===== config.mk =====
export PLATFORM = sky130hd
export DESIGN_NAME = debounced_fill_pump_controller
export DESIGN_NICKNAME = d
export VERILOG_FILES = /design/src/design/dfp_pkg.sv /design/src/design/dfp_core.sv /design/src/design/debounced_fill_pump_controller.sv
export VERILOG_INCLUDE_DIRS = /design/src /design/src/design
export SDC_FILE = /design/constraint.sdc
export NUM_CORES = 1
export LEC_CHECK = 0
export BUFFER_PORTS_ARGS = -buffer_cell sky130_fd_sc_hd__buf_2
export CAP_MARGIN = 20
export CORE_ASPECT_RATIO = 0.7
export CORE_MARGIN = 2
export CORE_UTILIZATION = 65
export CTS_BUF_LIST = sky130_fd_sc_hd__clkbuf_8
export DETAILED_ROUTE_END_ITERATION = 8
export PLACE_DENSITY_LB_ADDON = 0.3
export SLEW_MARGIN = 20
export SYNTH_ARGS = -nofsm -noshare
export SYNTH_HDL_FRONTEND = slang
export SYNTH_SLANG_ARGS = --single-unit

===== constraint.sdc =====
create_clock -name clock -period 13.3 [get_ports clock]
set_input_delay 1.995 -clock clock [delete_from_list [all_inputs] [get_ports clock]]
set_output_delay 1.995 -clock clock [all_outputs]
set_load 0.02 [all_outputs]

===== src/design/debounced_fill_pump_controller_defines.svh =====
// Assertion macros shared by the fill pump controller RTL.
// Simulation builds get concurrent assertions; synthesis builds get nothing.
`ifndef DEBOUNCED_FILL_PUMP_CONTROLLER_DEFINES_SVH
`define DEBOUNCED_FILL_PUMP_CONTROLLER_DEFINES_SVH
`ifndef SYNTHESIS
// Condition that must hold at every clock edge outside reset.
`define DFPC_ASSERT(label, clk, rst, expr) \
   label: assert property (@(posedge clk) disable iff (rst) (expr)) \
      else $error("fill pump controller: invariant violated");
// Condition that must hold in the cycle after the antecedent.
`define DFPC_ASSERT_NEXT(label, clk, rst, ante, cons) \
   label: assert property (@(posedge clk) disable iff (rst) (ante) |=> (cons)) \
      else $error("fill pump controller: next-cycle check failed");
`else
`define DFPC_ASSERT(label, clk, rst, expr)
`define DFPC_ASSERT_NEXT(label, clk, rst, ante, cons)
`endif
`endif


===== src/design/dfp_pkg.sv =====
`default_nettype none

package dfp_pkg;

   // Default parameter values.
   localparam int TIME_BITS_DEF   = 48;
   localparam int STREAK_BITS_DEF = 8;

   localparam int CONFIRM_BITS = 8;

   // Operation codes carried in the request tuser.
   localparam logic [1:0] OP_STEP       = 2'd0;
   localparam logic [1:0] OP_DRIVER_ERR = 2'd1;
   localparam logic [1:0] OP_RESTART    = 2'd2;

   // Level sample codes; anything else reads as unknown.
   localparam logic [1:0] LEVEL_WET = 2'd1;
   localparam logic [1:0] LEVEL_DRY = 2'd2;

   // Stop cause codes.
   localparam logic [2:0] CAUSE_NONE    = 3'd0;
   localparam logic [2:0] CAUSE_TIMEOUT = 3'd1;
   localparam logic [2:0] CAUSE_UNKNOWN = 3'd2;
   localparam logic [2:0] CAUSE_WET     = 3'd3;
   localparam logic [2:0] CAUSE_DRIVER  = 3'd4;

   // Register indexes on the CSR port.
   localparam logic [1:0] REG_MAX_RUN    = 2'd0;
   localparam logic [1:0] REG_MIN_REST   = 2'd1;
   localparam logic [1:0] REG_DRY_CONFIRM = 2'd2;
   localparam logic [1:0] REG_WET_CONFIRM = 2'd3;

   localparam logic [31:0] MAX_RUN_RESET  = 32'd60000;
   localparam logic [31:0] MIN_REST_RESET = 32'd30000;
   localparam logic [7:0]  DRY_CONFIRM_RESET = 8'd3;
   localparam logic [7:0]  WET_CONFIRM_RESET = 8'd3;

   localparam int CSR_ADDR_BITS = 4;
   localparam int CSR_DATA_BITS = 32;

   // Response word: 75 field bits padded to whole bytes.
   localparam int RSP_FIELD_BITS = 75;
   localparam int RSP_TDATA_BITS = ((RSP_FIELD_BITS + 7) / 8) * 8;

   typedef struct packed {
      logic [31:0]             max_run_ms;
      logic [31:0]             min_rest_ms;
      logic [CONFIRM_BITS-1:0] dry_confirm_count;
      logic [CONFIRM_BITS-1:0] wet_confirm_count;
   } cfg_type;

   typedef struct packed {
      logic        switch_on;
      logic        switch_off;
      logic [2:0]  stop_cause;
      logic        running;
      logic        level_valid;
      logic        tank_full;
      logic [31:0] rest_left_ms;
      logic [31:0] timeout_total;
      logic [2:0]  last_cause;
   } rsp_type;

endpackage

`default_nettype wire


===== src/design/dfp_core.sv =====
`default_nettype none
`include "debounced_fill_pump_controller_defines.svh"

// Controller state and the single-pass update for one word.
module dfp_core #(
   parameter int TIME_BITS   = dfp_pkg::TIME_BITS_DEF,
   parameter int STREAK_BITS = dfp_pkg::STREAK_BITS_DEF
) (
   input  wire                   clock,
   input  wire                   reset,
   input  wire                   fire,
   input  wire  [1:0]            op,
   input  wire  [1:0]            sensor_level,
   input  wire  [TIME_BITS-1:0]  time_now,
   input  wire                   forced_timeout,
   input  wire  [2:0]            restart_reason,
   input  dfp_pkg::cfg_type      cfg,
   output dfp_pkg::rsp_type      result
);

   localparam int CNT_BITS = (STREAK_BITS > dfp_pkg::CONFIRM_BITS) ?
                             STREAK_BITS : dfp_pkg::CONFIRM_BITS;
   localparam logic [STREAK_BITS-1:0] STREAK_MAX = {STREAK_BITS{1'b1}};

   logic                   run_ff, run_in;
   logic [STREAK_BITS-1:0] wet_ff, wet_in;
   logic [STREAK_BITS-1:0] dry_ff, dry_in;
   logic                   known_ff, known_in;
   logic                   full_ff, full_in;
   logic [TIME_BITS-1:0]   start_ff, start_in;
   logic [TIME_BITS-1:0]   stop_ff, stop_in;
   logic [2:0]             last_ff, last_in;
   logic [31:0]            tally_ff, tally_in;

   logic                   regs_ok;
   logic                   unknown;
   logic                   stopped;
   logic [TIME_BITS-1:0]   ran;
   logic [TIME_BITS-1:0]   elapsed;
   logic [STREAK_BITS-1:0] wet_bump;
   logic [STREAK_BITS-1:0] dry_bump;
   logic                   sw_on, sw_off;
   logic [2:0]             cause;
   logic [31:0]            rest_left;

   always_comb begin
      regs_ok = (cfg.max_run_ms != '0) && (cfg.min_rest_ms != '0) &&
                (cfg.dry_confirm_count != '0) && (cfg.wet_confirm_count != '0);
      ran     = time_now - start_ff;
      elapsed = time_now - stop_ff;

      // Streaks saturate at the confirm count and at the counter's top value.
      wet_bump = wet_ff;
      if ((CNT_BITS'(wet_ff) < CNT_BITS'(cfg.wet_confirm_count)) && (wet_ff != STREAK_MAX)) begin
         wet_bump = wet_ff + STREAK_BITS'(1);
      end
      dry_bump = dry_ff;
      if ((CNT_BITS'(dry_ff) < CNT_BITS'(cfg.dry_confirm_count)) && (dry_ff != STREAK_MAX)) begin
         dry_bump = dry_ff + STREAK_BITS'(1);
      end

      run_in   = run_ff;
      wet_in   = wet_ff;
      dry_in   = dry_ff;
      known_in = known_ff;
      full_in  = full_ff;
      start_in = start_ff;
      stop_in  = stop_ff;
      last_in  = last_ff;
      tally_in = tally_ff;
      unknown  = 1'b0;
      stopped  = 1'b0;
      sw_on    = 1'b0;
      sw_off   = 1'b0;
      cause    = dfp_pkg::CAUSE_NONE;

      case (op)
         dfp_pkg::OP_DRIVER_ERR: begin
            sw_off  = run_ff;
            cause   = dfp_pkg::CAUSE_DRIVER;
            run_in  = 1'b0;
            stop_in = time_now;
            last_in = dfp_pkg::CAUSE_DRIVER;
            stopped = 1'b1;
         end
         dfp_pkg::OP_RESTART: begin
            if (regs_ok) begin
               run_in   = 1'b0;
               wet_in   = '0;
               dry_in   = '0;
               known_in = 1'b0;
               full_in  = 1'b0;
               start_in = '0;
               tally_in = '0;
               stop_in  = time_now;
               last_in  = (restart_reason <= dfp_pkg::CAUSE_DRIVER) ?
                          restart_reason : dfp_pkg::CAUSE_NONE;
               stopped  = 1'b1;
            end
         end
         dfp_pkg::OP_STEP: begin
            if (regs_ok) begin
               case (sensor_level)
                  dfp_pkg::LEVEL_WET: begin
                     wet_in = wet_bump;
                     dry_in = '0;
                  end
                  dfp_pkg::LEVEL_DRY: begin
                     dry_in = dry_bump;
                     wet_in = '0;
                  end
                  default: begin
                     unknown  = 1'b1;
                     wet_in   = '0;
                     dry_in   = '0;
                     known_in = 1'b0;
                  end
               endcase
               if (CNT_BITS'(wet_in) >= CNT_BITS'(cfg.wet_confirm_count)) begin
                  full_in  = 1'b1;
                  known_in = 1'b1;
               end
               if (CNT_BITS'(dry_in) >= CNT_BITS'(cfg.dry_confirm_count)) begin
                  full_in  = 1'b0;
                  known_in = 1'b1;
               end
               if (run_ff) begin
                  if (forced_timeout || (ran >= TIME_BITS'(cfg.max_run_ms))) begin
                     cause    = dfp_pkg::CAUSE_TIMEOUT;
                     tally_in = tally_ff + 32'd1;
                  end else if (unknown) begin
                     cause = dfp_pkg::CAUSE_UNKNOWN;
                  end else if (known_in && full_in) begin
                     cause = dfp_pkg::CAUSE_WET;
                  end
                  if (cause != dfp_pkg::CAUSE_NONE) begin
                     sw_off  = 1'b1;
                     run_in  = 1'b0;
                     stop_in = time_now;
                     last_in = cause;
                     stopped = 1'b1;
                  end
               end else if (!unknown && known_in && !full_in &&
                            (CNT_BITS'(dry_in) >= CNT_BITS'(cfg.dry_confirm_count)) &&
                            (elapsed >= TIME_BITS'(cfg.min_rest_ms))) begin
                  run_in   = 1'b1;
                  start_in = time_now;
                  sw_on    = 1'b1;
               end
            end
         end
         default: ;
      endcase

      // A stop recorded by this word puts the stop time at time_now.
      if (stopped || (time_now <= stop_ff)) begin
         rest_left = cfg.min_rest_ms;
      end else if (elapsed >= TIME_BITS'(cfg.min_rest_ms)) begin
         rest_left = '0;
      end else begin
         rest_left = cfg.min_rest_ms - elapsed[31:0];
      end
   end

   always_comb begin
      result.switch_on     = sw_on;
      result.switch_off    = sw_off;
      result.stop_cause    = cause;
      result.running       = run_in;
      result.level_valid   = known_in;
      result.tank_full     = full_in;
      result.rest_left_ms  = rest_left;
      result.timeout_total = tally_in;
      result.last_cause    = last_in;
   end

   always_ff @(posedge clock) begin
      if (reset) begin
         run_ff   <= 1'b0;
         wet_ff   <= '0;
         dry_ff   <= '0;
         known_ff <= 1'b0;
         full_ff  <= 1'b0;
         start_ff <= '0;
         stop_ff  <= '0;
         last_ff  <= dfp_pkg::CAUSE_NONE;
         tally_ff <= '0;
      end else if (fire) begin
         run_ff   <= run_in;
         wet_ff   <= wet_in;
         dry_ff   <= dry_in;
         known_ff <= known_in;
         full_ff  <= full_in;
         start_ff <= start_in;
         stop_ff  <= stop_in;
         last_ff  <= last_in;
         tally_ff <= tally_in;
      end
   end

   `DFPC_ASSERT(a_streak_exclusive, clock, reset, (wet_ff == '0) || (dry_ff == '0))
   `DFPC_ASSERT_NEXT(a_on_starts, clock, reset, fire && sw_on, run_ff && (start_ff == $past(time_now)))
   `DFPC_ASSERT_NEXT(a_off_stops, clock, reset, fire && sw_off, !run_ff && (stop_ff == $past(time_now)))
   `DFPC_ASSERT_NEXT(a_timeout_counts, clock, reset, fire && (cause == dfp_pkg::CAUSE_TIMEOUT), tally_ff == ($past(tally_ff) + 32'd1))

endmodule

`default_nettype wire


===== src/design/debounced_fill_pump_controller.sv =====
// Debounced fill pump controller.
// Request channel (req_*): one word per operation. tuser carries the operation
// (step, driver error notice, restart); tdata carries the level sample, the
// millisecond timestamp, the forced timeout flag and the restart reason.
// Response channel (rsp_*): exactly one word per request word, in order, with
// the on/off command, the stop cause and the controller status after the word.
// CSR port: APB-style, four registers at byte addresses 0, 4, 8 and 12 (32-bit
// max run and min rest, 8-bit dry and wet confirm counts); write only while
// no request word is in flight.
// A word in the request register passes through one combinational update into the
// response register. Throughput is one word per cycle while the response register
// is not held by a low rsp_tready, set by that single combinational update.
// A full response register holds its word while rsp_tready is low; the request
// register can still take one word, and req_tready drops only once both hold.
// Reset clears the controller state, empties both registers and loads the
// register defaults.
`default_nettype none

module debounced_fill_pump_controller #(
   parameter int TIME_BITS   = dfp_pkg::TIME_BITS_DEF,
   parameter int STREAK_BITS = dfp_pkg::STREAK_BITS_DEF,
   localparam int REQ_FIELD_BITS = TIME_BITS + 6,
   localparam int REQ_TDATA_BITS = ((REQ_FIELD_BITS + 7) / 8) * 8
) (
   input  wire                               clock,
   input  wire                               reset,
   // Request word channel.
   input  wire                               req_tvalid,
   output logic                              req_tready,
   // Low bit up: sensor_level[1:0], time_now, forced_timeout, restart_reason[2:0],
   // zero padding.
   input  wire  [REQ_TDATA_BITS-1:0]         req_tdata,
   // op[1:0].
   input  wire  [1:0]                        req_tuser,
   // Response word channel.
   output logic                              rsp_tvalid,
   input  wire                               rsp_tready,
   // Low bit up: switch_on, switch_off, stop_cause[2:0], running, level_valid,
   // tank_full, rest_left_ms[31:0], timeout_total[31:0], last_cause[2:0],
   // zero padding.
   output logic [dfp_pkg::RSP_TDATA_BITS-1:0] rsp_tdata,
   // Register port.
   input  wire                               csr_psel,
   input  wire                               csr_penable,
   input  wire                               csr_pwrite,
   input  wire  [dfp_pkg::CSR_ADDR_BITS-1:0] csr_paddr,
   input  wire  [dfp_pkg::CSR_DATA_BITS-1:0] csr_pwdata,
   output logic [dfp_pkg::CSR_DATA_BITS-1:0] csr_prdata,
   output logic                              csr_pready
);

   localparam int RSP_PAD_BITS = dfp_pkg::RSP_TDATA_BITS - dfp_pkg::RSP_FIELD_BITS;

   // Configuration registers.
   dfp_pkg::cfg_type cfg_ff;
   logic             csr_write;
   logic [1:0]       csr_index;

   // Request register.
   logic                 in_valid_ff;
   logic [1:0]           op_ff;
   logic [1:0]           level_ff;
   logic [TIME_BITS-1:0] time_ff;
   logic                 forced_ff;
   logic [2:0]           reason_ff;

   // Response register.
   logic             rsp_valid_ff;
   dfp_pkg::rsp_type rsp_ff;
   dfp_pkg::rsp_type result;

   logic advance;
   logic fire;
   logic req_take;

   // The CSR port never waits; a write lands on the access phase.
   assign csr_pready = 1'b1;
   assign csr_index  = csr_paddr[3:2];
   assign csr_write  = csr_psel && csr_penable && csr_pwrite && csr_pready;

   always_ff @(posedge clock) begin
      if (reset) begin
         cfg_ff.max_run_ms        <= dfp_pkg::MAX_RUN_RESET;
         cfg_ff.min_rest_ms       <= dfp_pkg::MIN_REST_RESET;
         cfg_ff.dry_confirm_count <= dfp_pkg::DRY_CONFIRM_RESET;
         cfg_ff.wet_confirm_count <= dfp_pkg::WET_CONFIRM_RESET;
      end else if (csr_write) begin
         case (csr_index)
            dfp_pkg::REG_MAX_RUN:     cfg_ff.max_run_ms  <= csr_pwdata;
            dfp_pkg::REG_MIN_REST:    cfg_ff.min_rest_ms <= csr_pwdata;
            dfp_pkg::REG_DRY_CONFIRM: begin
               cfg_ff.dry_confirm_count <= csr_pwdata[dfp_pkg::CONFIRM_BITS-1:0];
            end
            dfp_pkg::REG_WET_CONFIRM: begin
               cfg_ff.wet_confirm_count <= csr_pwdata[dfp_pkg::CONFIRM_BITS-1:0];
            end
            default: ;
         endcase
      end
   end

   always_comb begin
      case (csr_index)
         dfp_pkg::REG_MAX_RUN:     csr_prdata = cfg_ff.max_run_ms;
         dfp_pkg::REG_MIN_REST:    csr_prdata = cfg_ff.min_rest_ms;
         dfp_pkg::REG_DRY_CONFIRM: csr_prdata = 32'(cfg_ff.dry_confirm_count);
         dfp_pkg::REG_WET_CONFIRM: csr_prdata = 32'(cfg_ff.wet_confirm_count);
         default:                  csr_prdata = '0;
      endcase
   end

   // The response register moves whenever it is empty or being drained, and the
   // request register refills in the same cycle it hands its word over.
   assign advance    = !rsp_valid_ff || rsp_tready;
   assign fire       = in_valid_ff && advance;
   assign req_tready = !in_valid_ff || advance;
   assign req_take   = req_tvalid && req_tready;

   always_ff @(posedge clock) begin
      if (reset) begin
         in_valid_ff <= 1'b0;
      end else if (req_tready) begin
         in_valid_ff <= req_tvalid;
      end
   end

   always_ff @(posedge clock) begin
      if (req_take) begin
         op_ff     <= req_tuser;
         level_ff  <= req_tdata[1:0];
         time_ff   <= req_tdata[TIME_BITS+1:2];
         forced_ff <= req_tdata[TIME_BITS+2];
         reason_ff <= req_tdata[TIME_BITS+5:TIME_BITS+3];
      end
   end

   dfp_core #(
      .TIME_BITS   (TIME_BITS),
      .STREAK_BITS (STREAK_BITS)
   ) u_core (
      .clock          (clock),
      .reset          (reset),
      .fire           (fire),
      .op             (op_ff),
      .sensor_level   (level_ff),
      .time_now       (time_ff),
      .forced_timeout (forced_ff),
      .restart_reason (reason_ff),
      .cfg            (cfg_ff),
      .result         (result)
   );

   always_ff @(posedge clock) begin
      if (reset) begin
         rsp_valid_ff <= 1'b0;
      end else if (advance) begin
         rsp_valid_ff <= in_valid_ff;
      end
   end

   always_ff @(posedge clock) begin
      if (fire) begin
         rsp_ff <= result;
      end
   end

   assign rsp_tvalid = rsp_valid_ff;
   assign rsp_tdata  = {{RSP_PAD_BITS{1'b0}},
                        rsp_ff.last_cause,
                        rsp_ff.timeout_total,
                        rsp_ff.rest_left_ms,
                        rsp_ff.tank_full,
                        rsp_ff.level_valid,
                        rsp_ff.running,
                        rsp_ff.stop_cause,
                        rsp_ff.switch_off,
                        rsp_ff.switch_on};

endmodule

`default_nettype wire

* Yosys cells after proc, flatten, opt, wreduce, memory -nomap -nowiden *
Index checks and enable logic that the tools add are counted.

cells by class
  muxes and demuxes = 76
  add/sub/neg operators = 6
  bitwise gates (word level) = 2
  reductions and logical operators = 40
  equal/unequal tests = 15
  shift operators = 0
  $mul = 0
  order comparisons = 8
  div/mod/pow operators = 0

operators by type and width
  operator                                                                 number
  48-bit 2-to-1 mux                                                        8
  32-bit 2-to-1 mux                                                        6
  48-bit case mux with 3 select lines                                      1
  32-bit case mux with 4 select lines                                      1
  48-bit by 32-bit >= comparator with 1-bit output                         2
  48-bit case mux with 2 select lines                                      1
  48-bit subtractor                                                        2
  8-bit 2-to-1 mux                                                         11
  32-bit case mux with 2 select lines                                      1
  32-bit nonzero test                                                      2
  48-bit <= comparator                                                     1
  3-bit 2-to-1 mux                                                         12
  32-bit by 1-bit adder with 32-bit output, second input constant          1
  8-bit case mux with 2 select lines                                       2
  32-bit subtractor                                                        1
  1-bit 2-to-1 mux                                                         25
  8-bit by 1-bit adder with 8-bit output, second input constant            2
  8-bit >= comparator                                                      2
  8-bit less-than comparator                                               2
  8-bit inequality test, second input constant                             2
  8-bit nonzero test                                                       2
  1-bit logical AND                                                        14
  6-bit AND reduction                                                      2
  2-bit by 1-bit inequality test with 1-bit output, second input constant  5
  other kinds (19)                                                         39

storage, ports and cells
  logic and storage cells = 176
  bits in registers = 363
  memory bits (read-only) = 0
  memories = 0
  bits in latches = 0
  memory bits (writable) = 0
  bits of input ports = 101

* Depth between registers and ports, before layout *
  depth after elaboration = 25
  gate-level depth with buffers = 27
  depth with buffers taken out = 25

* By module *
From an unflattened synthesis, not the netlist that was laid out.

unflattened totals
  cells, all modules = 3259
  area, all modules = 27318.7 µm²

modules (own cells, without submodules)
  module                          instances  area an instance (µm²)  cells an instance  sequential area each (µm²)
  dfp_core                        1          19404.9                 2725               3002.9
  debounced_fill_pump_controller  1          7913.8                  534                5575.3

* Least setup slack after synthesis *
No wires, ideal clock.

  kind = in2reg
  start = input rsp_tready
  end = register u_core.tally_ff[15]
  stages = 7
  data required time = 13.189 ns
  library setup time = 0.111 ns
  arrival = 5.314 ns
  setup slack = 7.875 ns
  path through = nor2b_1 > nand2b_1 > inv_1 > clkbuf_1 > clkbuf_1 > a31oi_1 > a311oi_1

between the ends
  cells in the longest elaborated chain, start to end = 2

RTL lines
  item                  RTL line                               text
  start, declared       debounced_fill_pump_controller.sv:37   input wire rsp_tready,
  1-bit logical OR      debounced_fill_pump_controller.sv:114  assign advance = !rsp_valid_ff || rsp_tready;
  1-bit logical AND     debounced_fill_pump_controller.sv:115  assign fire = in_valid_ff && advance;
  net fire              debounced_fill_pump_controller.sv:73   logic fire;
  end signal, assigned  dfp_core.sv:197                        tally_ff <= tally_in;
  end, declared         dfp_core.sv:33                         logic [31:0] tally_ff, tally_in;

The timed path passes the listed nets, and every way through them passes these cells.
A chain may end at the register's enable or synchronous reset.

==> summary.md <==
| Metric | Value |
|---|---|
| Layout cells sized above 1 | 11.3% |
| Post-CTS Setup Bufs | 0 |
| Area grow syn2layout | 9.86% |
| Worst Hold Endpoint | u_core.stop_ff[16]$_SDFFE_PP0P_ |
| Synth top area share | 18.1% |
| Critical path class | flip-flop to flip-flop |
| Distinct cells, synth | 94 |
| Clock tree from TritonCTS | done |
| Post-DR wirelength/cell | 21.8 um |
| Status | completed |
| WP buf/inv | 3 |
| Synth Warn # | 0 |
| CTS buffer count | 56 |
| Pin count of the biggest net entering global routing | 78 |
| PortBufs | 205 |
| FF+latch count, synth | 363 |
| Vias per Instance | 6.65 |
| Slowest stage delay, CP | 780 ps |
| Pins Over Slew Limit | 0 |
| CTS Root Cell | clkbuf_8 |
| Rel. slew slack | 22.0% |
| DRC errors left | 0 |
| TritonRoute pass-1 iters | 7 |
| CP Max Fanout | 32 |
| First-pass GRT wire length | 125,000 um |
| Setup crit end kind | flip-flop |
| Worst setup startpoint | time_ff[0]$_DFFE_PP_ |
| Clock buffer depth | 3 |
| Worst path slowest cell | o311ai_0 |
| Gpl congestion | 1.03 |
| Vias in the first global route | 22,600 |
| Placed cell area | 26,800 um^2 |
| Fmax | 141 MHz |
| Fillers | 3,096 |
| Peak supply drop | 0.125 mV |
| Top delay family on crit path | compound AO/OA/AOI/OAI gates |
| Hold Path Cell Cnt | 2 |
| Initial antenna violation count | 5 |
| Worst-Margin Slew | 1170 ps |
| RSZ-0062 raised after global routing | no |
| Fin crit period | 7070 ps |
| Post-synth EDFFs | 131 |
| Routed Antenna Nets | 0 |
| GR Util All Layers | 39.0% |
| CTS sink count | 363 |
| Setup TNS | 0 ps |
| Routed WL | 82,100 um |
| Cell Chain, Critical Path | inv_1 -> ha_1 -> inv_1 -> fa_1 -> a211oi_1 -> o21ai_1 -> nand4_1 -> nand2_1 -> a21oi_1 -> o21ai_0 -> xor2_1 -> ha_1 -> a21oi_1 -> o21ai_0 -> o311ai_0 -> nand2_1 -> and4b_1 -> nand4_1 -> nor4_4 -> nand4_2 -> o21ba_1 -> or2_1 -> buf_4 -> o31ai_1 |
| Cell depth of the worst flop-to-flop path | 24 |
| Worst R2R Setup Slack | 6230 ps |
| CTS-repair resized insts | 0 |
| Die area | 41,000 um^2 |
| Die W | 241 um |
| Most frequent cell after synthesis | nand2_1 |
| Reg2reg end | rsp_tdata[25]$_DFFE_PP_ |
| Row count | 60 |
| Hold Path Class | flip-flop to flip-flop |
| Post-route cell area | 28,100 um^2 |
| Critical Path Source Type | flip-flop |
| Hold Fails Final Rpt | 0 |
| Power Dens Cells | 106 nW/um^2 |
| Worst Skew | 35.6 ps |
| Post-DP HPWL | 62,200 um |
| Biggest area consumer among synthesized cells | dfxtp_1 |
| Final setup fails | 0 |
| Critical path arrival | 7420 ps |
| CP required | 13,650 ps |
| Maxcap violations | 0 |
| Die Ht | 170 um |
| Overflow after GRT | 0 |
| LEAKAGE | 11.2 nW |
| Synth area leaders | dfxtp_1 18%, edfxtp_1 15%, ha_1 11% |
| Mapped Cells | 3,066 |
| Async S/R FF share, synth | 0% |
| Final Cycle Share | 53.2% |
| Drt first-iter violations | 3,395 |
| Mapped Area | 25,600 um^2 |
| Clk Latency, worst-skew pair | 640 ps |
| Most used DFF post-synth | dfxtp_1 |
| Critical hold path startpoint | u_core.stop_ff[16]$_SDFFE_PP0P_ |
| Worst-path clk slew | 70 ps |
| Most instantiated cells after synthesis | 299 x nand2_1, 279 x a21oi_1, 252 x inv_1, 232 x dfxtp_1, 225 x ha_1 |
| Hold_buf cts | 0 |
| Via count | 25,000 |
| Core Area | 38,600 um^2 |
| Sequential element share of the synthesized area | 33.5% |
| Critical R2R Launch | time_ff[0]$_DFFE_PP_ |
| Fin nets | 3,516 |
| Starting density of the core | 66.3% |
| I/O Pins | 216 |
| H-tree depth | 2 |
| Post-Syn Area per Cell | 8.35 um^2 |
[layout make-up]
| type | count | area (um^2) | share of cell area (%) |
|---|---|---|---|
| Timing Repair Buffer | 226 | 1190 | 4.22 |
| Clock buffer | 63 | 867 | 3.08 |
| Clock inverter | 42 | 409 | 1.45 |
| Sequential cell | 363 | 8580 | 30.5 |
| Antenna cell | 1 | 2.50 | 0.00890 |
| Tap cell | 527 | 659 | 2.34 |
| Inverter | 252 | 947 | 3.37 |
| Multi-Input combinational cell | 2288 | 15500 | 55.0 |
[cells in the final DEF (no fill, tap or decap), types with 22 or more instances in the layout]
cell,n
a21o_1,98
a21oi_1,277
a22o_1,64
and3_1,23
buf_2,204
buf_4,22
clkbuf_8,63
dfxtp_1,232
edfxtp_1,131
ha_1,225
inv_1,261
mux2i_1,62
nand2_1,299
nand2b_1,27
nand3_1,136
nand4_1,58
nor2_1,165
nor2b_1,27
nor3_1,42
nor4_1,33
o211ai_1,48
o21a_1,32
o21ai_0,198
o31ai_1,46
or3_1,32
xnor2_1,66
xor2_1,41
[tightest hold or removal path: cells and delay by family (launching register included)]
family / cells / cell delay [ps]
flops: 1 / 310
simple gates: 1 / 60
compound gates: 1 / 60
[sequential cells by signal, indices dropped and copies added (netlist names)]
name and count:
cfg_ff 80, rsp_tdata 75, time_ff 48, u_core.start_ff 48
u_core.stop_ff 48, u_core.tally_ff 32, u_core.dry_ff 8, u_core.wet_ff 8
reason_ff 3, u_core.last_ff 3, level_ff 2, op_ff 2
forced_ff 1, in_valid_ff 1, rsp_tvalid 1, u_core.full_ff 1
u_core.known_ff 1, u_core.run_ff 1
[worst max path at each step]
stage | to | slack, ps | cells after the start
floorplan | u_core.tally_ff[15]$_SDFFE_PP0P_ | 7880 | 7
global placement | rsp_tdata[25]$_DFFE_PP_ | 6760 | 22
detailed placement | rsp_tdata[25]$_DFFE_PP_ | 6640 | 22
CTS | rsp_tdata[25]$_DFFE_PP_ | 6600 | 22
global route | rsp_tdata[25]$_DFFE_PP_ | 5970 | 24
finish | rsp_tdata[25]$_DFFE_PP_ | 6230 | 24
[metrics by stage]
step | power (mW) | instances | util (%) | worst slack, ps | hold slack [ps]
after global routing | 3.09 | 3762 | 72.9 | 5970 | 483
after detailed placement | 1.90 | 3656 | 69.5 | 6640 | 460
after floorplan | 1.71 | 3070 | - | 7880 | 436
final | 2.98 | 3762 | 72.9 | 6230 | 468
after CTS | 2.96 | 3761 | 72.8 | 6600 | 469
after global placement | 1.88 | 3656 | 69.5 | 6760 | 451
[cells by family after synthesis]
family | synth area share (%)
AO/OA/AOI/OAI | 24.4
XOR/XNOR | 3.66
adder cells (fa/ha/maj) | 11.2
buffers and inverters | 6.41
flip-flops | 33.5
multiplexers | 3.13
other | 0.0293
AND/OR/NAND/NOR | 17.6
[power breakdown]
part / internal [mW] / switching, mW / total (mW)
Clock: 0.595 / 0.480 / 1.08
Sequential: 1.19 / 0.0358 / 1.22
Combinational: 0.248 / 0.432 / 0.680
Total: 2.03 / 0.949 / 2.98
[routing by layer]
layer,global-route usage (%),vias to the layer above,share of wire [%]
li1,-,11400,-
met1,57.5,11900,43
met2,55.5,1524,41
met3,9.25,178,13
met4,13.5,0,3.2
met5,0,-,0
(Power assumes the default switching activity.)
